File: config.mk
export PLATFORM = sky130hd
export DESIGN_NAME = llms_ram
export DESIGN_NICKNAME = d
export VERILOG_FILES = /design/src/sv/leaky_lms_adaptive_fir_macros.svh /design/src/sv/llms_ram.sv
export SDC_FILE = /design/constraint.sdc
export NUM_CORES = 1
export LEC_CHECK = 0
export BUFFER_PORTS_ARGS = -buffer_cell sky130_fd_sc_hd__buf_2
export CAP_MARGIN = 20
export CORE_MARGIN = 5
export CORE_UTILIZATION = 35
export DETAILED_ROUTE_END_ITERATION = 8
export HOLD_SLACK_MARGIN = 0.06
export SYNTH_ARGS = -nofsm -noshare
export SYNTH_HDL_FRONTEND = slang
export SYNTH_SLANG_ARGS = --single-unit
File: constraint.sdc
create_clock -name clk_i -period 1.15 [get_ports clk_i]
set_clock_uncertainty 0.05 [all_clocks]
set_input_delay 0.345 -clock clk_i [delete_from_list [all_inputs] [get_ports clk_i]]
set_output_delay 0.345 -clock clk_i [all_outputs]
set_load 0.05 [all_outputs]
File: src/sv/leaky_lms_adaptive_fir_macros.svh
// ----------------------------------------------------------------------------
// Leaky LMS adaptive FIR assertion macros
// Shorthand for the concurrent checks in the top level.
// ----------------------------------------------------------------------------
`ifndef LEAKY_LMS_ADAPTIVE_FIR_MACROS_SVH
`define LEAKY_LMS_ADAPTIVE_FIR_MACROS_SVH

// checked only out of reset
`define LLMS_ASSERT(lbl, prop, msg) \
  lbl: assert property (@(posedge clk_i) disable iff (!rst_ni) prop) else $error(msg);

// checked at every edge, reset included
`define LLMS_ASSERT_RST(lbl, prop, msg) \
  lbl: assert property (@(posedge clk_i) prop) else $error(msg);

`endif

File: src/sv/llms_ram.sv
// ----------------------------------------------------------------------------
// Leaky LMS state memory
// One write port, one registered read port; per-entry valid bits make
// unwritten entries read as zero after reset.
// ----------------------------------------------------------------------------
module llms_ram #(
  parameter  int unsigned Width = 16,
  parameter  int unsigned Depth = 32,
  localparam int unsigned AddrW = (Depth > 1) ? $clog2(Depth) : 1
) (
  input  logic             clk_i,
  input  logic             rst_ni,
  input  logic             we_i,
  input  logic [AddrW-1:0] waddr_i,
  input  logic [Width-1:0] wdata_i,
  input  logic [AddrW-1:0] raddr_i,
  output logic [Width-1:0] rdata_o
);

  logic [Width-1:0] mem_q [Depth];
  logic [Depth-1:0] valid_q;
  logic [Width-1:0] rdata_q;
  logic             rvalid_q;

  always_ff @(posedge clk_i) begin
    if (we_i) begin
      mem_q[waddr_i] <= wdata_i;
    end
    rdata_q <= mem_q[raddr_i];
  end

  always_ff @(posedge clk_i or negedge rst_ni) begin
    if (!rst_ni) begin
      valid_q  <= '0;
      rvalid_q <= 1'b0;
    end else begin
      if (we_i) begin
        valid_q[waddr_i] <= 1'b1;
      end
      rvalid_q <= valid_q[raddr_i];
    end
  end

  assign rdata_o = rvalid_q ? rdata_q : '0;

endmodule

# Word level (Yosys, flattened, before mapping)
# Memories as Yosys holds them, arrays and structs flattened. A register that Yosys moved wholly into a read port is not among the register bits.
# Cells that the tools add are included.
dict set report op_classes {
  mux 7
  div_mod_pow 0
  n_mul 0
  n_reduce_logical 1
  n_lt_le_gt_ge 3
  bitwise_logic 1
  n_shift 0
  addsub 0
  eq_ne 0
}
# cell n
set op_table {}
lappend op_table {{$or 32x32->32} 1}
lappend op_table {{$mux 16} 1}
lappend op_table {{$lt 5x6->1 const B} 2}
lappend op_table {{$bmux 1 s5} 1}
lappend op_table {{$demux 1 s5} 1}
lappend op_table {{$ge 5x1->1 const B} 1}
lappend op_table {{$mux 1} 4}
lappend op_table {{$logic_and 1x1->1} 1}
dict set report word_totals {
  ram_bits 512
  memories 1
  rom_bits 0
  latchBits 0
  regBits 33
  out_inout_bits 16
}
# memory depth width rd rd_ports_with_merged_regs write_ports line
set mem_list {}
lappend mem_list {mem_q 32 16 1 1 1 llms_ram.sv:20} ;# logic [Width-1:0] mem_q [Depth];

# Logic depth before layout (Yosys ltp)
dict set report logic_depth {
  depth_word 5
  mapped_depth 7
  depth_no_buf 5
}

# Least setup slack after synthesis
# Ideal clock, no wire load.
dict set report synth_timing {
  kind {input to register}
  start {in waddr_i[0]}
  end {mem mem_q[12][0] (enable)}
  required_ns 0.711
  n_path_buf 1
  setup_slack_ns -0.912
  cell_stages 3
  arrival_ns 1.623
  cell_sequence {or3b_1 > clkbuf_1 > nor2_1}
}
# item line
set synth_lines {}
lappend synth_lines {{start: declaration} llms_ram.sv:14} ;# input logic [AddrW-1:0] waddr_i,
lappend synth_lines {{end: declaration} llms_ram.sv:20}
# No word-level cell before the write port.

# Final worst setup path
dict set report layout_timing {
  start {reg rvalid_q}
  end {out rdata_o[0]}
}
dict set report layout_between {
  elab_chain_cells 1
}
# item line
set layout_rtl {}
lappend layout_rtl {{start: declaration} llms_ram.sv:23} ;# logic rvalid_q;
lappend layout_rtl {{start signal: assignment} llms_ram.sv:40} ;# rvalid_q <= valid_q[raddr_i];
lappend layout_rtl {{$mux 16} llms_ram.sv:44} ;# assign rdata_o = rvalid_q ? rdata_q : '0;
lappend layout_rtl {{end: declaration} llms_ram.sv:17} ;# output logic [Width-1:0] rdata_o
# Every way passes these cells.

==> results.ini <==
[status]
status=finished with violations
violations=negative setup slack

[synthesis]
ys_seq_area_share_pct=75.47
ys_warn_count=0
syn_inst=1261
ys_ff_latch=561
syn-num-nets=1290
synth_area_per_cell_um2=17.36
ys_types=31
syn_area_um2=21890

[timing]
hold_viol_final=0
postLayoutSetupSlackWorst_ps=-749.1
setup_violations=78
max_freq_ghz=0.5266
rsz0062_at_grt=true
timing.hold.ws_ps=174.7
min_period_ps=1899
relSlewSlack_pct=46.54
fin_crit_sh_pct=165.1
final_max_slew_viol_count=0
worstMarginPinSlew_ps=802.0

[critical_path]
crit_fanout=16
r2r-end=rdata_q[2]$_DFF_P_
reg2reg_from=mem_q[7][2]$_DFFE_PP_
crit_slowest_cell=dfrtp_1
cp-end-kind=output port
crit_path_max_incr_delay_ps=400
crit_chain=buf_12 > and2_2 > buf_6
worst-path-buf-inv=2
arrival_ps=1500
cp_top_family=flip-flops
rrSetupSlack_ps=-300
cp.depth=3
critPathKind=flop to output port
cp.required_ps=750
cp-start-kind=flop
ff2ff_path_depth=6
endpoint=rdata_o[0]
cp-startpoint=rvalid_q$_DFF_PN0_

[placed_design]
port-buffer-count=44
gp_congestion=0.8021
dp_hpwl_mm=33.86
place_ws_ps=-1010
dp.cells=2227
place_area_um2=24990

[layout]
fin_nets=1514
multi_input_area_um2=5470
fin_cells=2371
drive_gt1_share_pct=29.24
regArea_um2=16520
nFillCells=5269
postLayoutCellArea_um2=27770
areaGrowthSynthToFinish_pct=26.88

[clock_tree]
cts_tree=done
cts_sinks=561
clk_pin_slew_ps=60
cts_buffer_depth=3
clk_latency_ps=610
cts-buffers-inserted=56
ctsRootBufferMaster=clkbuf_16
h-tree-depth=2

[die]
start_util_pct=35.41
dieArea_um2=67640
fp.dieH_um=260.1
ioPinCount=45
core-area_um2=61830
die_w_um=260.1
rows=91

[global_route]
top_usage_layer=met2
gr-total-overflow=0
first_global_vias=12120
grtUsageTotal_pct=16.22
use_met2_pct=25.58
grt_antenna_before_repair=1
grt_max_degree=37
grt_pass1_wl_mm=81.27
globalRouteMet1Util_pct=23.58
met3_usage_pct=2.942

[drt]
drt-pass1-iter-count=5
wl_per_cell_um=23.63
drc_errors=0
routed_wl_mm=56.03
vias_per_cell=5.106
drt-initial-drc-count=1021
drtAntennaViolNets=0
vias=12110

[pwr]
p_leak_nw=9.953
powerDensity_nw_per_um2=1607
total_power_w=0.04462
peakVddDrop_mv=1.107

[run]
drv_cap=0

[worst_hold_path]
hold_class=input port to async pin

-- cells in the final DEF (no fill, tap or decap), drive strengths merged, types with 2 or more instances in the layout --
cell,count
diode,2
nand2b,2
bufinv,3
dfrtp,33
mux2i,272
nand2,35
a31oi,17
or3b,3
dfxtp,16
nand3,36
buf,233
clkbuf,81
a21oi,34
edfxtp,512
a22oi,68
clkinv,21
nor2b,2
nand4,17
or2,33
a22o,34
nand3b,5
inv,3
and2,17
nor2,34
nor3,17
-- layer usage --
layer	vias to the layer above	wire, um
met2	329	26020
met4	0	1141
met3	73	3180
met1	6291	25690
met5	-	0
li1	5413	-
-- logic make-up after synthesis --
logic type	synth area share [%]
AOI/OAI and AO/OA	4.956
buffers and inverters	2.378
DFF	75.47
muxes	12.44
and+or+nand+nor	4.756
-- flip-flops by register name, indices dropped and copies added, names as in the netlist --
register  cells
mem_q       512
valid_q      32
rdata_q      16
rvalid_q      1
-- worst reg2reg max path: stages (launching register included) --
cell and delay (ps):
edfxtp_1 360, mux2i_1 170, a22o_1 220, nor3_4 80, a31oi_4 230, buf_6 150
nand3_2 60
-- cells in the mapped netlist --
| cell type | instances | area (um^2) |
|---|---|---|
| clkbuf_4 | 1 | 7.510 |
| or2_2 | 23 | 143.9 |
| mux2i_1 | 272 | 2723 |
| or3b_2 | 1 | 8.760 |
| nand2b_1 | 2 | 12.51 |
| buf_1 | 2 | 7.510 |
| a21oi_1 | 34 | 170.2 |
| buf_4 | 13 | 97.59 |
| or3_1 | 1 | 6.260 |
| or2_1 | 10 | 62.56 |
| or3b_1 | 2 | 17.52 |
| edfxtp_1 | 512 | 15370 |
| nand4_1 | 17 | 106.4 |
| a22oi_1 | 68 | 510.5 |
| nor2b_1 | 2 | 12.51 |
| a22o_1 | 34 | 297.8 |
| buf_2 | 19 | 95.09 |
| nor2_2 | 1 | 6.260 |
| nor2_1 | 33 | 123.9 |
| dfrtp_1 | 33 | 825.8 |
| a31oi_1 | 17 | 106.4 |
| and2_1 | 17 | 106.4 |
| clkbuf_2 | 1 | 5.000 |
| nand3b_1 | 5 | 37.54 |
| clkbuf_1 | 17 | 63.81 |
| buf_8 | 5 | 75.07 |
| buf_6 | 15 | 168.9 |
| nand3_1 | 36 | 180.2 |
| dfxtp_1 | 16 | 320.3 |
| nand2_1 | 35 | 131.4 |
| nor3_1 | 17 | 85.08 |
-- through the flow --
stage                     TNS (ps)  utilization [%]
after global routing        -16350            44.91
after floorplan            -262320                -
after detailed placement   -340110            40.41
after global placement     -322010            40.41
final                       -15240            44.92
after CTS                   -14840            44.02
-- power by group --
part           internal, W  total (W)  switching (W)  leakage (nW)
logic              0.00177    0.00399        0.00222          3.96
registers           0.0228     0.0231       0.000244          5.13
clock network       0.0101     0.0176        0.00749         0.866
total               0.0347     0.0446        0.00995          9.95
-- cell type report --
| cell class | instances | area share [%] |
|---|---|---|
| timing repair buffer | 239 | 10.65 |
| antenna | 2 | 0.01802 |
| sequential | 561 | 59.49 |
| tap | 837 | 3.771 |
| clock buffer | 77 | 5.586 |
| multi-input combinational | 627 | 19.70 |
| clock inverter | 28 | 0.7839 |
-- what timing repair did --
item / 4_1_cts / 5_1_grt
gates cloned: 2 / 4
resized for setup: 93 / 31
setup buffers: 9 / 38
endpoints found under the setup margin: 33 / 58
hold buffers: 1 / 0
pin swaps: 46 / 31
endpoints found under the hold margin: 33 / 0
-- worst min-delay path by stage --
| stage | from | end | cells after the start |
|---|---|---|---|
| global placement | rst_ni | valid_q[4]$_DFFE_PN0P_ | 2 |
| detailed placement | rst_ni | valid_q[4]$_DFFE_PN0P_ | 2 |
| finish | rst_ni | valid_q[1]$_DFFE_PN0P_ | 3 |
| floorplan | rst_ni | rvalid_q$_DFF_PN0_ | 0 |
| CTS | rst_ni | valid_q[4]$_DFFE_PN0P_ | 3 |
| global route | rst_ni | valid_q[4]$_DFFE_PN0P_ | 3 |
Power figures use the tool's default switching activity.
