$ cat config.mk
export PLATFORM = sky130hd
export DESIGN_NAME = llms_dp
export DESIGN_NICKNAME = d
export VERILOG_FILES = /design/src/sv/leaky_lms_adaptive_fir_macros.svh /design/src/sv/llms_pkg.sv /design/src/sv/llms_dp.sv
export SDC_FILE = /design/constraint.sdc
export NUM_CORES = 2
export LEC_CHECK = 0
export BUFFER_PORTS_ARGS = -buffer_cell sky130_fd_sc_hd__buf_2
export CAP_MARGIN = 10
export CELL_PAD_IN_SITES_DETAIL_PLACEMENT = 1
export CELL_PAD_IN_SITES_GLOBAL_PLACEMENT = 2
export CORE_MARGIN = 5
export CORE_UTILIZATION = 43
export CTS_BUF_LIST = sky130_fd_sc_hd__clkbuf_8
export CTS_CLUSTER_DIAMETER = 100
export DETAILED_ROUTE_END_ITERATION = 6
export PLACE_DENSITY_LB_ADDON = 0.1
export SLEW_MARGIN = 20
export SYNTH_ARGS = -nofsm -noshare
export SYNTH_HDL_FRONTEND = slang
export SYNTH_SLANG_ARGS = --single-unit
export TNS_END_PERCENT = 50
$ cat constraint.sdc
create_clock -name clk_i -period 10.29 [get_ports clk_i]
set_clock_uncertainty 0.05 [all_clocks]
set_input_delay 1.5435 -clock clk_i [delete_from_list [all_inputs] [get_ports clk_i]]
set_output_delay 1.5435 -clock clk_i [all_outputs]
set_load 0.005 [all_outputs]
$ cat src/sv/leaky_lms_adaptive_fir_macros.svh
// ----------------------------------------------------------------------------
// Leaky LMS adaptive FIR assertion macros
// Shorthand for the concurrent checks in the top level.
// ----------------------------------------------------------------------------
`ifndef LEAKY_LMS_ADAPTIVE_FIR_MACROS_SVH
`define LEAKY_LMS_ADAPTIVE_FIR_MACROS_SVH

// checked only out of reset
`define LLMS_ASSERT(lbl, prop, msg) \
  lbl: assert property (@(posedge clk_i) disable iff (!rst_ni) prop) else $error(msg);

// checked at every edge, reset included
`define LLMS_ASSERT_RST(lbl, prop, msg) \
  lbl: assert property (@(posedge clk_i) prop) else $error(msg);

`endif

$ cat src/sv/llms_pkg.sv
// ----------------------------------------------------------------------------
// Leaky LMS adaptive FIR package
// Widths, reset values, register indexes and control types.
// ----------------------------------------------------------------------------
package llms_pkg;

  localparam int unsigned MAX_TAPS_DEF = 32;

  localparam int unsigned SAMPLE_W   = 16;
  localparam int unsigned WEIGHT_W   = 32;
  localparam int unsigned CFG_W      = 16;
  localparam int unsigned CFG_IDX_W  = 2;
  localparam int unsigned NUM_TAPS_W = 6;

  localparam logic [NUM_TAPS_W-1:0] NUM_TAPS_RST = 6'd32;
  localparam logic [CFG_W-1:0]      STEP_RST     = 16'd328;
  localparam logic [CFG_W-1:0]      LEAK_RST     = 16'd0;

  typedef enum logic [CFG_IDX_W-1:0] {
    REG_NUM_TAPS  = 2'd0,
    REG_STEP_SIZE = 2'd1,
    REG_LEAKAGE   = 2'd2
  } llms_reg_e;

  typedef enum logic [2:0] {
    ST_IDLE,
    ST_EST,
    ST_EST_DRAIN,
    ST_ERR,
    ST_COEF,
    ST_UPD,
    ST_UPD_DRAIN,
    ST_DONE
  } llms_state_e;

  typedef struct packed {
    llms_state_e state;
    logic        load_in;   // transaction accepted, clear accumulator
    logic        acc_en;    // estimate product valid
    logic        upd_pass;  // pipeline belongs to the weight update pass
    logic        ld_err;
    logic        ld_coef;
    logic        s1;        // memory read data valid
    logic        s2;        // products valid
  } llms_ctl_t;

endpackage

$ cat src/sv/llms_dp.sv
// ----------------------------------------------------------------------------
// Leaky LMS datapath
// Shared weight multiplier, accumulator, error and step terms, and the
// saturating weight update written back to the tap memory.
// ----------------------------------------------------------------------------
module llms_dp #(
  parameter  int unsigned MaxTaps = llms_pkg::MAX_TAPS_DEF,
  localparam int unsigned AddrW   = (MaxTaps > 1) ? $clog2(MaxTaps) : 1
) (
  input  logic                                   clk_i,
  input  llms_pkg::llms_ctl_t                    ctl_i,
  input  logic        [llms_pkg::CFG_W-1:0]      step_i,
  input  logic        [llms_pkg::CFG_W-1:0]      leak_i,
  input  logic signed [llms_pkg::SAMPLE_W-1:0]   desired_i,
  input  logic signed [llms_pkg::WEIGHT_W-1:0]   w_rdata_i,
  input  logic signed [llms_pkg::SAMPLE_W-1:0]   x_rdata_i,
  output logic        [llms_pkg::WEIGHT_W-1:0]   w_wdata_o,
  output logic        [llms_pkg::SAMPLE_W-1:0]   est_o,
  output logic        [llms_pkg::SAMPLE_W-1:0]   err_o,
  output logic                                   sat_o
);

  import llms_pkg::*;

  // weight * sample needs 48 bits; one more bit per doubling of the taps
  localparam int unsigned AccW = 48 + AddrW;
  localparam int unsigned EstW = AccW - 28;

  logic signed [15:0]     desired_q;
  logic signed [17:0]     opa;
  logic signed [49:0]     prod_a_d, prod_a_q;
  logic signed [48:0]     prod_b_d, prod_b_q;
  logic signed [31:0]     w_q;
  logic signed [AccW-1:0] acc_q;
  logic [EstW-1:0]        est_full;
  logic                   est_ovf;
  logic [15:0]            est_sat;
  logic [16:0]            err_full;
  logic                   err_ovf;
  logic [15:0]            err_sat;
  logic [15:0]            est_q, err_q;
  logic                   sat_q;
  logic [31:0]            sl_prod;
  logic [15:0]            sl_q;
  logic signed [32:0]     mu_err_q;
  logic [16:0]            factor_q;
  logic [33:0]            leaked;
  logic [30:0]            upd;
  logic [34:0]            base, sum;
  logic                   sum_ovf;

  // estimate pass: weight * sample; update pass: weight * leak factor
  assign opa = ctl_i.upd_pass ? $signed({1'b0, factor_q})
                              : $signed({{2{x_rdata_i[15]}}, x_rdata_i});
  assign prod_a_d = w_rdata_i * opa;
  assign prod_b_d = mu_err_q * x_rdata_i;

  always_ff @(posedge clk_i) begin
    prod_a_q <= prod_a_d;
    prod_b_q <= prod_b_d;
    w_q      <= w_rdata_i;
    if (ctl_i.load_in) begin
      desired_q <= desired_i;
      acc_q     <= '0;
    end else if (ctl_i.acc_en) begin
      acc_q <= acc_q + {{(AccW-48){prod_a_q[47]}}, prod_a_q[47:0]};
    end
  end

  // dropping the low bits is a floor shift
  assign est_full = acc_q[AccW-1:28];
  assign est_ovf  = !((&est_full[EstW-1:15]) || (~|est_full[EstW-1:15]));
  assign est_sat  = est_ovf ? (est_full[EstW-1] ? 16'h8000 : 16'h7fff) : est_full[15:0];
  assign err_full = {desired_q[15], desired_q} - {est_sat[15], est_sat};
  assign err_ovf  = err_full[16] != err_full[15];
  assign err_sat  = err_ovf ? (err_full[16] ? 16'h8000 : 16'h7fff) : err_full[15:0];
  assign sl_prod  = step_i * leak_i;

  always_ff @(posedge clk_i) begin
    if (ctl_i.ld_err) begin
      est_q <= est_sat;
      err_q <= err_sat;
      sat_q <= est_ovf || err_ovf;
      sl_q  <= sl_prod[31:16];
    end
    if (ctl_i.ld_coef) begin
      mu_err_q <= $signed({1'b0, step_i}) * $signed(err_q);
      factor_q <= 17'h10000 - {1'b0, sl_q};
    end
  end

  assign leaked  = prod_a_q[49:16];
  assign upd     = prod_b_q[48:18];
  assign base    = (leak_i != '0) ? {leaked[33], leaked} : {{3{w_q[31]}}, w_q};
  assign sum     = base + {{4{upd[30]}}, upd};
  assign sum_ovf = !((&sum[34:31]) || (~|sum[34:31]));

  assign w_wdata_o = sum_ovf ? (sum[34] ? 32'h8000_0000 : 32'h7fff_ffff) : sum[31:0];
  assign est_o     = est_q;
  assign err_o     = err_q;
  assign sat_o     = sat_q;

endmodule

Word level (Yosys, flattened, before mapping)
Index checks and enable logic that the tools add are counted.
{"block": "totals", "register_bits": 299}
{"block": "op_classes", "reduce_logical": 11, "n_mux": 8, "eq_ne": 1, "n_mul": 4, "n_addsub": 4}
{"cell": "16-bit 2-to-1 mux", "count": 4}
{"cell": "32-bit 2-to-1 mux", "count": 2}
{"cell": "53-bit adder", "count": 1}
{"cell": "32-bit by 18-bit multiplier with 50-bit output", "count": 1}
{"cell": "33-bit by 16-bit multiplier with 49-bit output", "count": 1}
{"cell": "35-bit adder", "count": 1}
{"cell": "35-bit 2-to-1 mux", "count": 1}
{"cell": "17-bit by 16-bit multiplier with 33-bit output", "count": 1}
{"cell": "16-bit by 16-bit multiplier with 32-bit output", "count": 1}
{"cell": "18-bit 2-to-1 mux", "count": 1}
{"cell": "16-bit by 16-bit subtractor with 17-bit output", "count": 1}
{"cell": "17-bit by 16-bit subtractor with 17-bit output, first input constant", "count": 1}
{"cell": "16-bit nonzero test", "count": 1}
{"cell": "10-bit AND reduction", "count": 1}
{"cell": "10-bit OR reduction", "count": 1}
{"cell": "4-bit AND reduction", "count": 1}
{"cell": "4-bit OR reduction", "count": 1}
{"cell": "1-bit logical NOT", "count": 3}
{"cell": "1-bit logical OR", "count": 3}
{"cell": "1-bit != test", "count": 1}

Depth between registers and ports, before layout
{"block": "depth", "word_depth": 7, "mapped_depth": 29, "depth_no_buf": 26}

Worst setup path before layout
No wires, ideal clock.
{"block": "synth_timing", "path_type": "input to register", "start": "input port ctl_i[4] (netlist bit)", "end": "register prod_a_q[48]", "t_required_ns": 10.168, "slack_ns": 1.945, "setup_ns": 0.072, "cell_stages": 27, "t_arrival_ns": 8.222, "path_cell_list": "clkbuf_1 > clkbuf_1 > mux2_2 > clkbuf_1 > and2_1 > fa_1 > inv_1 > fa_1 > fa_1 > inv_1 > fa_1 > fa_1 > inv_1 > fa_1 > inv_1 > ha_1 > inv_1 > o21ai_0 > a21o_1 > a21oi_1 > o21ai_0 > or4_1 > o21ai_1 > a21boi_1 > a211o_1 > a21oi_1 > xnor2_1"}
{"block": "synth_via", "elab_chain_cells": 2}
{"item": "start, declared", "line_no": "llms_dp.sv:11", "text": "input llms_pkg::llms_ctl_t ctl_i,"}
{"item": "18-bit 2-to-1 mux", "line_no": "llms_dp.sv:53", "text": "assign opa = ctl_i.upd_pass ? $signed({1'b0, factor_q})"}
{"item": "32-bit by 18-bit multiplier with 50-bit output", "line_no": "llms_dp.sv:55", "text": "assign prod_a_d = w_rdata_i * opa;"}
{"item": "net prod_a_d[48]", "line_no": "llms_dp.sv:31", "text": "logic signed [49:0] prod_a_d, prod_a_q;"}
{"item": "end signal, assigned", "line_no": "llms_dp.sv:59", "text": "prod_a_q <= prod_a_d;"}
{"item": "end, declared", "line_no": "llms_dp.sv:31"}
The timed path passes the listed nets, and every way through them passes these cells.
A chain may end at the register's enable or synchronous reset.

Worst setup path in the final report
{"block": "layout_timing", "start": "input port leak_i[0] (netlist bit)", "end": "output port w_wdata_o[30] (netlist bit)"}
{"block": "layout_via", "elab_chain_cells": 7, "word_cells_on_any_way": 9}
{"item": "start, declared", "line_no": "llms_dp.sv:13", "text": "input logic [llms_pkg::CFG_W-1:0] leak_i,"}
{"item": "16-bit nonzero test *", "line_no": "llms_dp.sv:94", "text": "assign base = (leak_i != '0) ? {leaked[33], leaked} : {{3{w_q[31]}}, w_q};"}
{"item": "35-bit 2-to-1 mux *", "line_no": "llms_dp.sv:94"}
{"item": "35-bit adder *", "line_no": "llms_dp.sv:95", "text": "assign sum = base + {{4{upd[30]}}, upd};"}
{"item": "4-bit OR reduction", "line_no": "llms_dp.sv:96", "text": "assign sum_ovf = !((&sum[34:31]) || (~|sum[34:31]));"}
{"item": "1-bit logical NOT", "line_no": "llms_dp.sv:96"}
{"item": "1-bit logical OR", "line_no": "llms_dp.sv:96"}
{"item": "32-bit 2-to-1 mux *", "line_no": "llms_dp.sv:98", "text": "assign w_wdata_o = sum_ovf ? (sum[34] ? 32'h8000_0000 : 32'h7fff_ffff) : sum[31:0];"}
{"item": "end, declared", "line_no": "llms_dp.sv:17", "text": "output logic [llms_pkg::WEIGHT_W-1:0] w_wdata_o,"}
Mark *: on every way between the ends. The rest lies on a longest branch, timed or not.

==> flow_metrics.env <==
export IMPL_status="completed"
export IMPL_antenna_found_initial=15
export IMPL_synth_compound_area_share_pct=6.47
export IMPL_drc=0
export IMPL_grt_pass1_vias=56468
export IMPL_rows=145
export IMPL_fin_ws_ns=1.33
export IMPL_pre_cts_ws_ns=0.754
export IMPL_finalWirelength_mm=208
export IMPL_critPathArrivalTime_ns=7.37
export IMPL_drive_above_1_share_pct=5.71
export IMPL_holdCritPathClass="reg -> reg"
export IMPL_postCtsSetupBuffers=0
export IMPL_start_util_pct=43.3
export IMPL_grt_use_total_pct=25.5
export IMPL_cp_common_cell="buf_4"
export IMPL_yosysWarnings=0
export IMPL_syn_nets=9599
export IMPL_place_gp_congestion=0.854
export IMPL_via_count=49955
export IMPL_coreArea_sq_um=157000
export IMPL_synthCells=7490
export IMPL_cp_num_buf_inv=6
export IMPL_max_stage_delay_ns=0.85
export IMPL_holdWs_ns=0.425
export IMPL_die_h_um=407
export IMPL_ant_nets=0
export IMPL_grt_use_met2_pct=42.5
export IMPL_worst_pin_slew_ns=1.16
export IMPL_wl_per_cell_um=21.7
export IMPL_synth_yosys_seq_area_share_pct=9.99
export IMPL_place_area_sq_um=70700
export IMPL_synth_top_cells_by_area="fa_1 43%, ha_1 10%, inv_1 9.8%, nand2_1 5.9%, and2_1 5.4%"
export IMPL_slew_headroom_pct=22.6
export IMPL_crit_type="in -> out"
export IMPL_root_buffer="clkbuf_8"
export IMPL_cp_required_ns=8.70
export IMPL_synth_mux_area_share_pct=1.37
export IMPL_crit_fanout=34
export IMPL_syn_area_per_cell_sq_um=9.06
export IMPL_post_cts_resized=0
export IMPL_startpoint_type="input pin"
export IMPL_cts_tree="done"
export IMPL_dp_hpwl_mm=165
export IMPL_path_clk_slew_ns=0.07
export IMPL_synth_top_area_cell="fa_1"
export IMPL_synth_fa_ha_area_share_pct=52.9
export IMPL_fin_setup_tns_ns=0
export IMPL_cts_buffers=54
export IMPL_synthSimpleGateAreaFrac_pct=15.0
export IMPL_drv_slew=0
export IMPL_hold_viol=0
export IMPL_cap_violations=0
export IMPL_nets=9596
export IMPL_synth_top_flop_cell="dfxtp_1"
export IMPL_synthArstFlopShare_pct=0
export IMPL_synth_seq_cells=281
export IMPL_path_delay_family="compound AO/OA/AOI/OAI gates"
export IMPL_grt_max_degree=51
export IMPL_via_per_inst=5.21
export IMPL_port_buffers=166
export IMPL_synth_top_area_share_pct=42.6
export IMPL_met1_usage_pct=35.6
export IMPL_grtUsageMet3_pct=3.26
export IMPL_synth_top_family_by_area="adder cells"
export IMPL_io_pins=172
export IMPL_finalCriticalPeriod_ns=8.96
export IMPL_htreeDepth=2
export IMPL_synth_distinct_cells=82
export IMPL_design_area_sq_um=72100
export IMPL_dieWidth_um=407
export IMPL_synth_xor_xnor_area_share_pct=2.75
export IMPL_grt_ovfl_total=0
export IMPL_fmax_ghz=0.112
export IMPL_dieArea_sq_um=166000
export IMPL_syn_area_sq_um=67800
export IMPL_insertion_delay_ns=0.72
export IMPL_busiest_layer="met2"
export IMPL_synth_edf_count=115
export IMPL_finalSetupViolCount=0
export IMPL_crit_path_end_kind="primary output"
export IMPL_grt_first_pass_wirelength_mm=329
export IMPL_cts_hold_repair_buffers=0
export IMPL_cts_sinks=281
export IMPL_syn_to_final_growth_pct=6.26
export IMPL_dr_pass1_iters=5
export IMPL_drtIter0Drc=2395
export IMPL_cp_cell_sequence="buf_2 -> nor4_1 -> nand4_1 -> buf_4 -> buf_4 -> mux2_2 -> fa_1 -> a21oi_1 -> o21ai_1 -> a21oi_1 -> o21ai_1 -> buf_4 -> a32oi_1 -> a31oi_1 -> mux2_2 -> a21oi_2 -> mux2i_4 -> buf_4 -> o31ai_1 -> buf_2"
export IMPL_fin_crit_sh_pct=87.1
export IMPL_cp_slowest_cell="o31ai_1"
export IMPL_clk_path_buf_depth=3
export IMPL_rsz0062_at_grt="false"
[routing by layer]
layer | vias to the layer above | share of wire [%]
met4 | 4 | 2.7
met1 | 26351 | 46
li1 | 22385 | -
met5 | - | 0.013
met3 | 237 | 4.6
met2 | 978 | 47
[flip-flops by register name, summed over array words and instances, names as in the netlist]
| name | count |
|---|---|
| acc_q | 53 |
| desired_q | 16 |
| err_o | 16 |
| est_o | 16 |
| factor_q | 17 |
| mu_err_q | 33 |
| prod_a_q | 50 |
| prod_b_q | 31 |
| sat_o | 1 |
| sl_q | 16 |
| w_q | 32 |
[cells in the final DEF, fill, tap and decap left out, types with 88 or more instances in the layout]
| cell type | instances |
|---|---|
| fa_1 | 1442 |
| xnor2_1 | 142 |
| dfxtp_1 | 166 |
| inv_1 | 1778 |
| and2_1 | 582 |
| o21ai_0 | 118 |
| buf_2 | 164 |
| a21oi_1 | 210 |
| ha_1 | 560 |
| nand2_1 | 1074 |
| nor2_1 | 219 |
| buf_4 | 88 |
| a21o_1 | 122 |
| edfxtp_1 | 115 |
[tightest hold or removal path, delay by kind of cell (launching register included)]
kind	cells	cell delay, ns
flip-flops	1	0.31
AND/OR/NAND/NOR	1	0.06
AO/OA/AOI/OAI	1	0.05
[cells in the mapped netlist, types with 10 or more instances]
cell type	instances
or2_2	11
clkbuf_1	294
nor2b_1	23
fa_1	1442
a21o_1	122
o21bai_1	25
o211ai_1	11
or3_1	10
a31oi_1	15
dfxtp_1	166
a211oi_1	18
nor2_1	219
nor4_1	11
edfxtp_1	115
and2_1	582
mux2_2	47
o21ai_0	118
inv_1	1772
o21a_1	34
o31ai_1	10
nor3_1	36
mux2i_1	38
o21ai_1	16
a21oi_1	210
nand2b_1	60
ha_1	560
xnor2_1	142
nand4_1	31
nand3_1	49
nand2_1	1074
and3_1	16
xor2_1	71
[through the flow]
| step | util [%] | std cells |
|---|---|---|
| finish | 46.0 | 9595 |
| global route | 46.0 | 9591 |
| CTS | 46.0 | 9590 |
| detailed placement | 45.2 | 9489 |
| global placement | 45.2 | 9489 |
| floorplan | - | 7490 |
[cells by family (layout without fill, tap and decap cells)]
family / after synthesis / after routing
mux: 86 / 86
xor+xnor: 213 / 213
buf+inv: 2084 / 2126
simple gates: 2148 / 2148
flops: 281 / 281
fa+ha+maj: 2002 / 2002
other cells: 0 / 5
compound gates: 676 / 676
[path summary, 6_finish.rpt]
check,startpoint,end,slack [ns],cells after the start
worst max-delay path,leak_i[0],w_wdata_o[30],1.33,20
worst min-delay path,acc_q[26],acc_q[26],0.42,2
worst max register to register,mu_err_q[9],prod_b_q[48],2.24,20
worst min register to register,acc_q[26],acc_q[26],0.42,2
[layout make-up]
class,count,area (sq um)
antenna,5,12.5
clock buffer,63,867
clock inverter,38,484
fill,18143,84500
inverter,1773,6660
multi-input combinational,5125,53200
sequential,281,6780
tap,2058,2570
timing repair buffer,252,1480
Power is left out: the tool's default activity adds up to more than one toggle a clock period on the data nets, which glitch-free logic cannot reach.
