===== config.mk =====
export PLATFORM = sky130hd
export DESIGN_NAME = llms_ctrl
export DESIGN_NICKNAME = d
export VERILOG_FILES = /design/src/sv/leaky_lms_adaptive_fir_macros.svh /design/src/sv/llms_pkg.sv /design/src/sv/llms_ctrl.sv
export SDC_FILE = /design/constraint.sdc
export NUM_CORES = 1
export LEC_CHECK = 0
export BUFFER_PORTS_ARGS = -buffer_cell sky130_fd_sc_hd__buf_2
export CELL_PAD_IN_SITES_DETAIL_PLACEMENT = 0
export CELL_PAD_IN_SITES_GLOBAL_PLACEMENT = 1
export CORE_MARGIN = 2
export CORE_UTILIZATION = 41
export DETAILED_ROUTE_END_ITERATION = 6
export GPL_ROUTABILITY_DRIVEN = 0
export GPL_TIMING_DRIVEN = 0
export PLACE_DENSITY = 0.76
export SETUP_SLACK_MARGIN = 0.05
export SLEW_MARGIN = 20
export SYNTH_ARGS = -nofsm -noshare
export SYNTH_HDL_FRONTEND = slang
export SYNTH_SLANG_ARGS = --single-unit
export TNS_END_PERCENT = 20

===== constraint.sdc =====
create_clock -name clk_i -period 2.65 [get_ports clk_i]
set_clock_uncertainty 0.05 [all_clocks]
set_input_delay 0.1325 -clock clk_i [delete_from_list [all_inputs] [get_ports clk_i]]
set_output_delay 0.1325 -clock clk_i [all_outputs]
set_load 0.01 [all_outputs]

===== src/sv/leaky_lms_adaptive_fir_macros.svh =====
// ----------------------------------------------------------------------------
// Leaky LMS adaptive FIR assertion macros
// Shorthand for the concurrent checks in the top level.
// ----------------------------------------------------------------------------
`ifndef LEAKY_LMS_ADAPTIVE_FIR_MACROS_SVH
`define LEAKY_LMS_ADAPTIVE_FIR_MACROS_SVH

// checked only out of reset
`define LLMS_ASSERT(lbl, prop, msg) \
  lbl: assert property (@(posedge clk_i) disable iff (!rst_ni) prop) else $error(msg);

// checked at every edge, reset included
`define LLMS_ASSERT_RST(lbl, prop, msg) \
  lbl: assert property (@(posedge clk_i) prop) else $error(msg);

`endif


===== src/sv/llms_pkg.sv =====
// ----------------------------------------------------------------------------
// Leaky LMS adaptive FIR package
// Widths, reset values, register indexes and control types.
// ----------------------------------------------------------------------------
package llms_pkg;

  localparam int unsigned MAX_TAPS_DEF = 32;

  localparam int unsigned SAMPLE_W   = 16;
  localparam int unsigned WEIGHT_W   = 32;
  localparam int unsigned CFG_W      = 16;
  localparam int unsigned CFG_IDX_W  = 2;
  localparam int unsigned NUM_TAPS_W = 6;

  localparam logic [NUM_TAPS_W-1:0] NUM_TAPS_RST = 6'd32;
  localparam logic [CFG_W-1:0]      STEP_RST     = 16'd328;
  localparam logic [CFG_W-1:0]      LEAK_RST     = 16'd0;

  typedef enum logic [CFG_IDX_W-1:0] {
    REG_NUM_TAPS  = 2'd0,
    REG_STEP_SIZE = 2'd1,
    REG_LEAKAGE   = 2'd2
  } llms_reg_e;

  typedef enum logic [2:0] {
    ST_IDLE,
    ST_EST,
    ST_EST_DRAIN,
    ST_ERR,
    ST_COEF,
    ST_UPD,
    ST_UPD_DRAIN,
    ST_DONE
  } llms_state_e;

  typedef struct packed {
    llms_state_e state;
    logic        load_in;   // transaction accepted, clear accumulator
    logic        acc_en;    // estimate product valid
    logic        upd_pass;  // pipeline belongs to the weight update pass
    logic        ld_err;
    logic        ld_coef;
    logic        s1;        // memory read data valid
    logic        s2;        // products valid
  } llms_ctl_t;

endpackage


===== src/sv/llms_ctrl.sv =====
// ----------------------------------------------------------------------------
// Leaky LMS sequencer
// Walks the taps twice per transaction: once for the estimate, once for the
// weight update, and keeps the circular history position.
// ----------------------------------------------------------------------------
module llms_ctrl #(
  parameter  int unsigned MaxTaps = llms_pkg::MAX_TAPS_DEF,
  localparam int unsigned AddrW   = (MaxTaps > 1) ? $clog2(MaxTaps) : 1
) (
  input  logic                clk_i,
  input  logic                rst_ni,
  input  logic                in_valid_i,
  output logic                in_ready_o,
  input  logic                out_free_i,
  output logic                out_load_o,
  input  logic [AddrW-1:0]    nm1_i,        // taps in use minus one
  output logic                hist_we_o,
  output logic [AddrW-1:0]    hist_waddr_o,
  output logic [AddrW-1:0]    hist_raddr_o,
  output logic [AddrW-1:0]    tap_raddr_o,
  output logic                tap_we_o,
  output logic [AddrW-1:0]    tap_waddr_o,
  output llms_pkg::llms_ctl_t ctl_o
);

  import llms_pkg::*;

  llms_state_e      state_q, state_d;
  logic [AddrW-1:0] cnt_q, cnt_d;
  logic [AddrW-1:0] hk_q, hk_d;
  logic [AddrW-1:0] wp_q, wp_d;
  logic [AddrW-1:0] wpc_q, wpc_d;
  logic [AddrW-1:0] ta1_q, ta2_q;
  logic             s1_q, s2_q;
  logic             issue;
  logic             accept;
  logic             upd_pass;
  logic [AddrW-1:0] wp_eff;
  logic [AddrW-1:0] hk_dec;

  // position left over from a larger tap count restarts at zero
  assign wp_eff = (wp_q > nm1_i) ? '0 : wp_q;
  assign hk_dec = (hk_q == '0) ? nm1_i : hk_q - AddrW'(1);
  assign accept = in_valid_i && (state_q == ST_IDLE);

  always_comb begin
    state_d    = state_q;
    cnt_d      = cnt_q;
    hk_d       = hk_q;
    wp_d       = wp_q;
    wpc_d      = wpc_q;
    issue      = 1'b0;
    out_load_o = 1'b0;
    case (state_q)
      ST_IDLE: begin
        if (in_valid_i) begin
          wpc_d   = wp_eff;
          hk_d    = wp_eff;
          cnt_d   = '0;
          wp_d    = (wp_eff == nm1_i) ? '0 : wp_eff + AddrW'(1);
          state_d = ST_EST;
        end
      end
      ST_EST: begin
        issue = 1'b1;
        cnt_d = cnt_q + AddrW'(1);
        hk_d  = hk_dec;
        if (cnt_q == nm1_i) begin
          state_d = ST_EST_DRAIN;
        end
      end
      ST_EST_DRAIN: begin
        if (!s1_q) begin
          state_d = ST_ERR;
        end
      end
      ST_ERR: begin
        state_d = ST_COEF;
      end
      ST_COEF: begin
        cnt_d   = '0;
        hk_d    = wpc_q;
        state_d = ST_UPD;
      end
      ST_UPD: begin
        issue = 1'b1;
        cnt_d = cnt_q + AddrW'(1);
        hk_d  = hk_dec;
        if (cnt_q == nm1_i) begin
          state_d = ST_UPD_DRAIN;
        end
      end
      ST_UPD_DRAIN: begin
        if (!s1_q) begin
          state_d = ST_DONE;
        end
      end
      ST_DONE: begin
        if (out_free_i) begin
          out_load_o = 1'b1;
          state_d    = ST_IDLE;
        end
      end
      default: begin
        state_d = ST_IDLE;
      end
    endcase
  end

  always_ff @(posedge clk_i or negedge rst_ni) begin
    if (!rst_ni) begin
      state_q <= ST_IDLE;
      wp_q    <= '0;
      s1_q    <= 1'b0;
      s2_q    <= 1'b0;
    end else begin
      state_q <= state_d;
      wp_q    <= wp_d;
      s1_q    <= issue;
      s2_q    <= s1_q;
    end
  end

  always_ff @(posedge clk_i) begin
    cnt_q <= cnt_d;
    hk_q  <= hk_d;
    wpc_q <= wpc_d;
    ta1_q <= cnt_q;
    ta2_q <= ta1_q;
  end

  assign upd_pass = (state_q == ST_UPD) || (state_q == ST_UPD_DRAIN);

  assign in_ready_o   = (state_q == ST_IDLE);
  assign hist_we_o    = accept;
  assign hist_waddr_o = wp_eff;
  assign hist_raddr_o = hk_q;
  assign tap_raddr_o  = cnt_q;
  assign tap_we_o     = s2_q && upd_pass;
  assign tap_waddr_o  = ta2_q;

  always_comb begin
    ctl_o          = '0;
    ctl_o.state    = state_q;
    ctl_o.load_in  = accept;
    ctl_o.acc_en   = s2_q && ((state_q == ST_EST) || (state_q == ST_EST_DRAIN));
    ctl_o.upd_pass = upd_pass;
    ctl_o.ld_err   = (state_q == ST_ERR);
    ctl_o.ld_coef  = (state_q == ST_COEF);
    ctl_o.s1       = s1_q;
    ctl_o.s2       = s2_q;
  end

endmodule


* Word level (Yosys, flattened, before mapping) *
Index checks and enable logic that the tools add are counted.

word-level totals
  word-level logic and storage cells = 57
  bits in registers = 35

operators by class
  add/sub/neg operators = 3
  magnitude comparators = 1
  reductions and logical operators = 12
  equality and inequality tests = 15
  mux-type cells = 17

operators by type and width
  cell                   count
  $pmux W5 S3            2
  $mux W5                5
  $pmux W3 S8            1
  $mux W3                6
  $eq A3 B3 Y1 const B   4
  $ne A2 B2 Y1 const B   6
  $add A5 B1 Y5 const B  2
  $eq A5 B5 Y1           2
  $eq A3 B2 Y1 const B   2
  $reduce_and A6 Y1      1
  $gt A5 B5 Y1           1
  $logic_not A5 Y1       1
  $sub A5 B1 Y5 const B  1
  $reduce_and A2 Y1      2
  $eq A3 B1 Y1 const B   1
  $logic_and A1 B1 Y1    3
  $logic_not A3 Y1       1
  $mux W1                3
  $reduce_bool A3 Y1     1
  $logic_or A1 B1 Y1     2
  $reduce_or A2 Y1       1

* Logic depth before layout (Yosys ltp) *
Gate-level depths: netlist of run 1.

  depth in word-level cells = 4
  depth in mapped cells = 10
  gate-level depth less buffers = 10

* Worst setup path before layout of run 1 *
Ideal clock, no wire load.

  kind = register to register
  start point = register wp_q[4]
  end point = register wp_q[4]
  slack = 0.112 ns
  required time = 2.514 ns
  stages on the path, launching flop included = 10
  arrival = 2.403 ns
  clock period less this slack = 2.538 ns
  buffers on the path = 0
  library setup time = 0.086 ns
  cells stage by stage = dfrtp_1 -> ha_1 -> a21oi_1 -> o221a_2 -> nor2_2 -> nor2_1 -> ha_1 -> nand3_1 -> or4_1 -> a32oi_1

between the ends
  longest elaborated chain between the ends = 4

ends and longest elaborated chain
  element                                        RTL line          source
  start, declared                                llms_ctrl.sv:31   logic [AddrW-1:0] wp_q, wp_d;
  start signal, assigned                         llms_ctrl.sv:118  wp_q <= wp_d;
  $gt A5 B5 Y1 (*)                               llms_ctrl.sv:42   assign wp_eff = (wp_q > nm1_i) ? '0 : wp_q;
  $mux W5 (*)                                    llms_ctrl.sv:42
  named net hist_waddr_o[1]                      llms_ctrl.sv:18   output logic [AddrW-1:0] hist_waddr_o,
  $add A5 B1 Y5 or $eq A5 B5 Y1 (tied branches)  llms_ctrl.sv:60   wp_d = (wp_eff == nm1_i) ? '0 : wp_eff + AddrW'(1);
  $mux W5 (*)                                    llms_ctrl.sv:60

Mark *: on every way through the listed nets, which the timed path passes. The rest lies on a longest branch.
A chain may end at the register's enable or synchronous reset.

* Final worst setup path of run 1 *
  start point = register wp_q[3]
  end point = output hist_waddr_o[2]

between the ends
  longest elaborated chain between the ends = 2

ends and longest elaborated chain
  element        RTL line
  $gt A5 B5 Y1   llms_ctrl.sv:42
  $mux W5        llms_ctrl.sv:42
  end, declared  llms_ctrl.sv:18

Every way passes these cells.

==> results of run 1 <==
final cells by class:
cell class              count  area [um^2]
repair buffers             47          250
plain buffers               8         46.3
clock inverters             3         67.6
inverters                  16         60.1
clock buffers               5         68.8
fillers                   418         1980
flip-flops and latches     35          907
well taps                  52         65.1
multi-input cells         128          998
kinds of logic (layout without fill, tap and decap cells):
family / Yosys count / count (layout)
AND/OR/NAND/NOR: 60 / 60
XOR/XNOR: 10 / 10
AO/OA/AOI/OAI: 42 / 42
multiplexers: 4 / 4
buffers and inverters: 24 / 79
flip-flops: 35 / 35
adder cells (fa/ha/maj): 12 / 12
synthesized netlist by cell type (2+ instances only):
| library cell | number | area share [%] |
|---|---|---|
| xor2_1 | 4 | 1.8 |
| or4_1 | 3 | 1.2 |
| nor2b_1 | 4 | 1.3 |
| and2_1 | 7 | 2.3 |
| xnor2_1 | 6 | 2.7 |
| nand2_1 | 12 | 2.3 |
| nor2_1 | 11 | 2.1 |
| o31ai_1 | 3 | 1.2 |
| a221o_1 | 3 | 1.6 |
| a221oi_2 | 2 | 1.6 |
| mux2_2 | 2 | 1.2 |
| ha_1 | 12 | 7.8 |
| buf_4 | 4 | 1.6 |
| a32oi_1 | 3 | 1.4 |
| a22oi_1 | 3 | 1.2 |
| inv_1 | 16 | 3.1 |
| nand3_1 | 7 | 1.8 |
| o21ai_0 | 7 | 1.8 |
| dfxtp_1 | 10 | 10 |
| nor3_1 | 4 | 1.0 |
| clkbuf_1 | 3 | 0.58 |
| o22ai_1 | 2 | 0.65 |
| mux2i_1 | 2 | 1.0 |
| edfxtp_1 | 15 | 23 |
| dfrtp_1 | 10 | 13 |
| and3_1 | 4 | 1.3 |
| a21oi_1 | 9 | 2.3 |
sequential cells by signal, summed over array words and instances, names as in the netlist:
register and count:
hist_raddr_o 5, s1_q 1, s2_q 1, state_q 3, ta1_q 5, tap_raddr_o 5
tap_waddr_o 5, wp_q 5, wpc_q 5
worst max path at each step:
stage,startpoint,endpoint,slack (ns),cells past startpoint
floorplan,wp_q[4],wp_q[4],0.11,9
global placement,wp_q[4],wp_q[4],-0.11,9
detailed placement,wp_q[4],wp_q[4],-0.14,9
CTS,wp_q[3],wp_q[4],0.05,9
global route,wp_q[3],wp_q[4],0.02,9
finish,wp_q[3],hist_waddr_o[2],0.14,7
repair_timing:
action	CTS	global route
hold endpoints to repair	10	0
setup endpoints to repair	2	16
gates resized for setup	7	10
pin swaps	0	2
buffers inserted	1	3
hold buffers	1	0
power by group:
part           internal, W  switching, W  leakage, nW
registers         0.000902      0.000229        0.342
logic             0.000734      0.000910        0.684
clock network     0.000375      0.000199       0.0644
per-layer routing:
metal / global-route usage, % / routed length [um] / vias up
li1: - / - / 787
met1: 26.3 / 2250 / 749
met2: 27.9 / 2180 / 34
met3: 4.14 / 166 / 2
met4: 4.94 / 17 / 0
met5: 0 / 0 / -
layout by cell type, fill, tap and decap left out, drive strengths merged, types with 5 or more instances in the layout:
cell type	Yosys	layout
nor2	12	12
ha	12	12
inv	16	16
a21oi	9	9
nand2	12	12
o21ai	7	7
nor2b	5	5
nand3	7	7
edfxtp	15	15
xnor2	6	6
buf	5	51
clkbuf	3	8
and2	8	8
dfxtp	10	10
dfrtp	10	10
stage by stage:
stage               TNS, ns  setup slack [ns]  hold WS, ns  power (W)
detailed placement   -0.139            -0.139      -0.0380    0.00266
global route              0            0.0168        0.215    0.00361
CTS                       0            0.0544        0.180    0.00328
floorplan                 0             0.112       -0.213    0.00212
global placement     -0.110            -0.110      -0.0378    0.00263
finish                    0             0.142        0.187    0.00335
==> impl_metrics.tcl, run 1 <==
set metrics [dict create \
    status "finished, final reports clean" \
    syn-num-nets 208 \
    fmax_mhz 399 \
    critical_path_class "reg2out" \
    cts.clk_slew.worst_paths_ns 0.07 \
    num_antenna_cells 0 \
    fin_crit_sh_pct 94.6 \
    synth-edff-count 15 \
    worstSetupEndpointType "output port" \
    setup_violations 0 \
    cts.sinks 35 \
    die_w_um 72.7 \
    worstPathArrival_ns 2.33 \
    final_nets 262 \
    vias_per_cell 5.35 \
    postPlaceCellArea_um2 2210 \
    ant_nets 0 \
    cts_root_buf "clkbuf_8" \
    relSlewSlack_pct 64.7 \
    timing.rr.end "wp_q[4]" \
    ys_async_sr_fraction_pct 28.6 \
    cp_max_fo 7 \
    routed_wirelength_um 4610 \
    grt.total_usage_pct 18.3 \
    cts_buffers 5 \
    tightestPinTransition_ns 0.530 \
    cp_slowest_cell "dfrtp_2" \
    grt_pass1_wl_um 7360 \
    grt_pass1_vias 1427 \
    peakVddDrop_mv 0.540 \
    grt_antenna_before_repair 0 \
    synthAdderAreaFrac_pct 7.76 \
    synthSimpleGateAreaFrac_pct 16.4 \
    cts_tree "yes" \
    leakagePower_nw 1.09 \
    ios 43 \
    ys_seq_area_share_pct 46.5 \
    netlist_instances 187 \
    synth_compound_gate_area_share_pct 17.1 \
    clockBufferDepth 2 \
    num_vias 1572 \
    rows 24 \
    slowest_delay_ns 0.48 \
    ys_warn_count 0 \
    syn-cell-area_um2 1940 \
    drv_slew 0 \
    avgSynthCellArea_um2 10.4 \
    grt-ovfl-total 0 \
    insertion_delay_ns 0.28 \
    r2r_slack_ns 0.15 \
    rsz0062_at_grt "true" \
    layout.cells.non_filler 294 \
    ys_types 46 \
    hpwl_um 3440 \
    synth_top_family_by_area "compound AO/OA/AOI/OAI gates" \
    min_path_type "in2async" \
    drive_gt1_share_pct 35.1 \
    placedCellCount 281 \
    final_cell_area_um2 2460 \
    cpLargestDelayFamily "compound AO/OA/AOI/OAI gates" \
    cp_num_buf_inv 3 \
    hold_viol 0 \
    synth_flop_cell "edfxtp_1" \
    h-tree-depth 2 \
    synth-xor-area-share_pct 4.52 \
    area_growth_pct 27.3 \
    cp_data_required_time_ns 2.47 \
    start_util_pct 43.6 \
    maxCapViolCount 0 \
    drcViolationCount 0 \
    ys_ff_latch 35 \
    core_area_um2 4440 \
    grt_max_degree 13 \
    post-route-min-period_ns 2.51 \
    p_per_area_nw_per_um2 1360 \
    first_pass_iters 4 \
    die_area_um2 5290 \
    die_y_um 72.7 \
    r2r-start "wp_q[3]" \
    wl_per_cell_um 15.7 \
    synthMuxAreaShare_pct 2.20 \
    drt-initial-drc-count 115 \
    cp-start-kind "register" \
    io_buffers 42 \
    worst-r2r-cell-count 9 \
    utilization_pct 55.4 \
    cp_cell_sequence "ha_4, nand4_1, o221a_2, buf_4, o21ai_0, inv_1, buf_2" \
]
Power figures use the tool's default switching activity.
==> run 2: changes to the inputs <==
Settings changed: CORE_UTILIZATION 41 to 43, CTS_BUF_LIST set to sky130_fd_sc_hd__clkbuf_4 sky130_fd_sc_hd__clkbuf_8, PLACE_DENSITY 0.76 to 0.79.
==> run 2 against run 1 <==
  * Clock power fell by 15%
  * Setup slack got worse by 0.086 ns
  * Combinational power fell by 5%
  * Sequential power barely moved
  * Die area fell by 4.4%
  * Via count fell by 1.0%
  * Non-clock buffer count fell by 3
  * Core utilization fell by 0.72 points
  * Critical path type is now reg2reg
  * Power fell by 5.3%
  * Critical endpoint is now wp_q[2]
  * Sequential cell count did not move
  * Wire length fell by 8.1%
  * Register-to-register slack got worse by 0.09 ns
==> impl_metrics.tcl, run 2 (synthesized netlist as in run 1, its figures left out) <==
set metrics [dict create \
    worstPathArrival_ns 2.68 \
    peakVddDrop_mv 0.730 \
    core_area_um2 4350 \
    die_area_um2 5050 \
    relSlewSlack_pct 64.8 \
    fin_crit_sh_pct 97.9 \
    layout_setup_ws_ns 0.0558 \
    rows 24 \
    leakagePower_nw 1.08 \
    m1WireLength_um 2090 \
    ant_nets 0 \
    final_common_cell "buf_2" \
    met2WireLength_um 1850 \
    drv_slew 0 \
    cp_max_fo 8 \
    insertion_delay_ns 0.28 \
    p_per_area_nw_per_um2 1330 \
    worstSetupEndpointType "register" \
    tightestPinTransition_ns 0.527 \
    cp-start-kind "register" \
    die_w_um 71.1 \
    grt.total_usage_pct 17.8 \
    drive_gt1_share_pct 32.2 \
    h-tree-depth 2 \
    status "finished, final reports clean" \
    final_cell_mix "buf_2, inv_1, edfxtp_1" \
    drcViolationCount 0 \
    vias_per_cell 5.35 \
    first_pass_iters 4 \
    maxCapViolCount 0 \
    grt-ovfl-total 0 \
    routed_wirelength_um 4240 \
    cts_buffers 5 \
    num_vias 1556 \
    grt_pass1_vias 1514 \
    min_path_type "in2reg" \
    cts_tree "yes" \
    clockBufferDepth 2 \
    drt-initial-drc-count 118 \
    cp_data_required_time_ns 2.74 \
    r2r_slack_ns 0.06 \
    area_growth_pct 23.1 \
    final_nets 259 \
    fmax_mhz 385 \
    cts.sinks 35 \
    top_layer "met4" \
    grt_max_degree 12 \
    post-route-min-period_ns 2.59 \
    io_buffers 42 \
    start_util_pct 44.5 \
    hold_viol 0 \
    utilization_pct 54.7 \
    setup_violations 0 \
    grt_pass1_wl_um 7170 \
    dp_slack_ns -0.142 \
    ios 43 \
    critical_path_class "reg2reg" \
    cts.clk_slew.worst_paths_ns 0.07 \
    num_antenna_cells 0 \
    hpwl_um 3180 \
    fillerInstances 402 \
    rsz0062_at_grt "true" \
    wl_per_cell_um 14.6 \
    die_y_um 71.1 \
    wl_met3_um 282 \
    grt_antenna_before_repair 0 \
    cts_root_buf "clkbuf_8" \
]
[run 2: what timing repair did]
action	CTS	global route
resized for setup	8	3
hold buffers	1	0
buffers inserted	1	0
endpoints found under the setup margin	2	17
hold endpoints to repair	10	0
[run 2: worst paths after layout]
| check | from | end | cells past startpoint |
|---|---|---|---|
| setup / recovery | wp_q[2] | wp_q[2] | 6 |
| hold / removal | out_free_i | state_q[2] | 3 |
| setup reg to reg | wp_q[2] | wp_q[2] | 6 |
| hold reg to reg | ta1_q[4] | tap_waddr_o[4] | 0 |
| max in group asynchronous | rst_ni | wp_q[3] | 2 |
| min in group asynchronous | rst_ni | wp_q[1] | 2 |
[run 2: where the power goes]
part | internal [W] | switching, W | leakage, nW
clock | 0.000304 | 0.000185 | 0.0612
sequential | 0.000900 | 0.000219 | 0.344
combinational | 0.000686 | 0.000879 | 0.671
[run 2: area by class of cell]
| cell class | instances | area, um^2 | share of cell area [%] |
|---|---|---|---|
| inverters | 16 | 60.1 | 2.52 |
| flip-flops and latches | 35 | 905 | 38.0 |
| clock inverters | 2 | 35.0 | 1.47 |
| plain buffers | 8 | 46.3 | 1.94 |
| clock buffers | 6 | 82.6 | 3.47 |
| well taps | 52 | 65.1 | 2.73 |
| multi-input cells | 128 | 961 | 40.3 |
| repair buffers | 44 | 228 | 9.56 |
[run 2: metrics by stage]
stage               hold WS, ns  instance area, um^2  power, W  cells  setup TNS [ns]
finish                    0.180                 2380   0.00317    291               0
global placement        -0.0396                 2210   0.00260    281         -0.0886
detailed placement      -0.0397                 2210   0.00262    281          -0.142
CTS                       0.180                 2380   0.00317    291               0
floorplan                -0.213                 1940   0.00212    187               0
global route              0.199                 2380   0.00342    291          -0.102
[run 2: routing by layer]
layer  GRT usage, %  vias up
met3           4.99        4
met4           2.73        0
li1               -      783
met1           25.4      713
met5              0        -
met2           27.6       56
[run 2: worst max-delay path: stages (launching register included)]
cell      delay (ns)
dfrtp_2         0.47
ha_1            0.35
nand4_1         0.14
o221ai_1        0.44
mux2_2          0.40
a221oi_2        0.42
a22oi_1         0.17
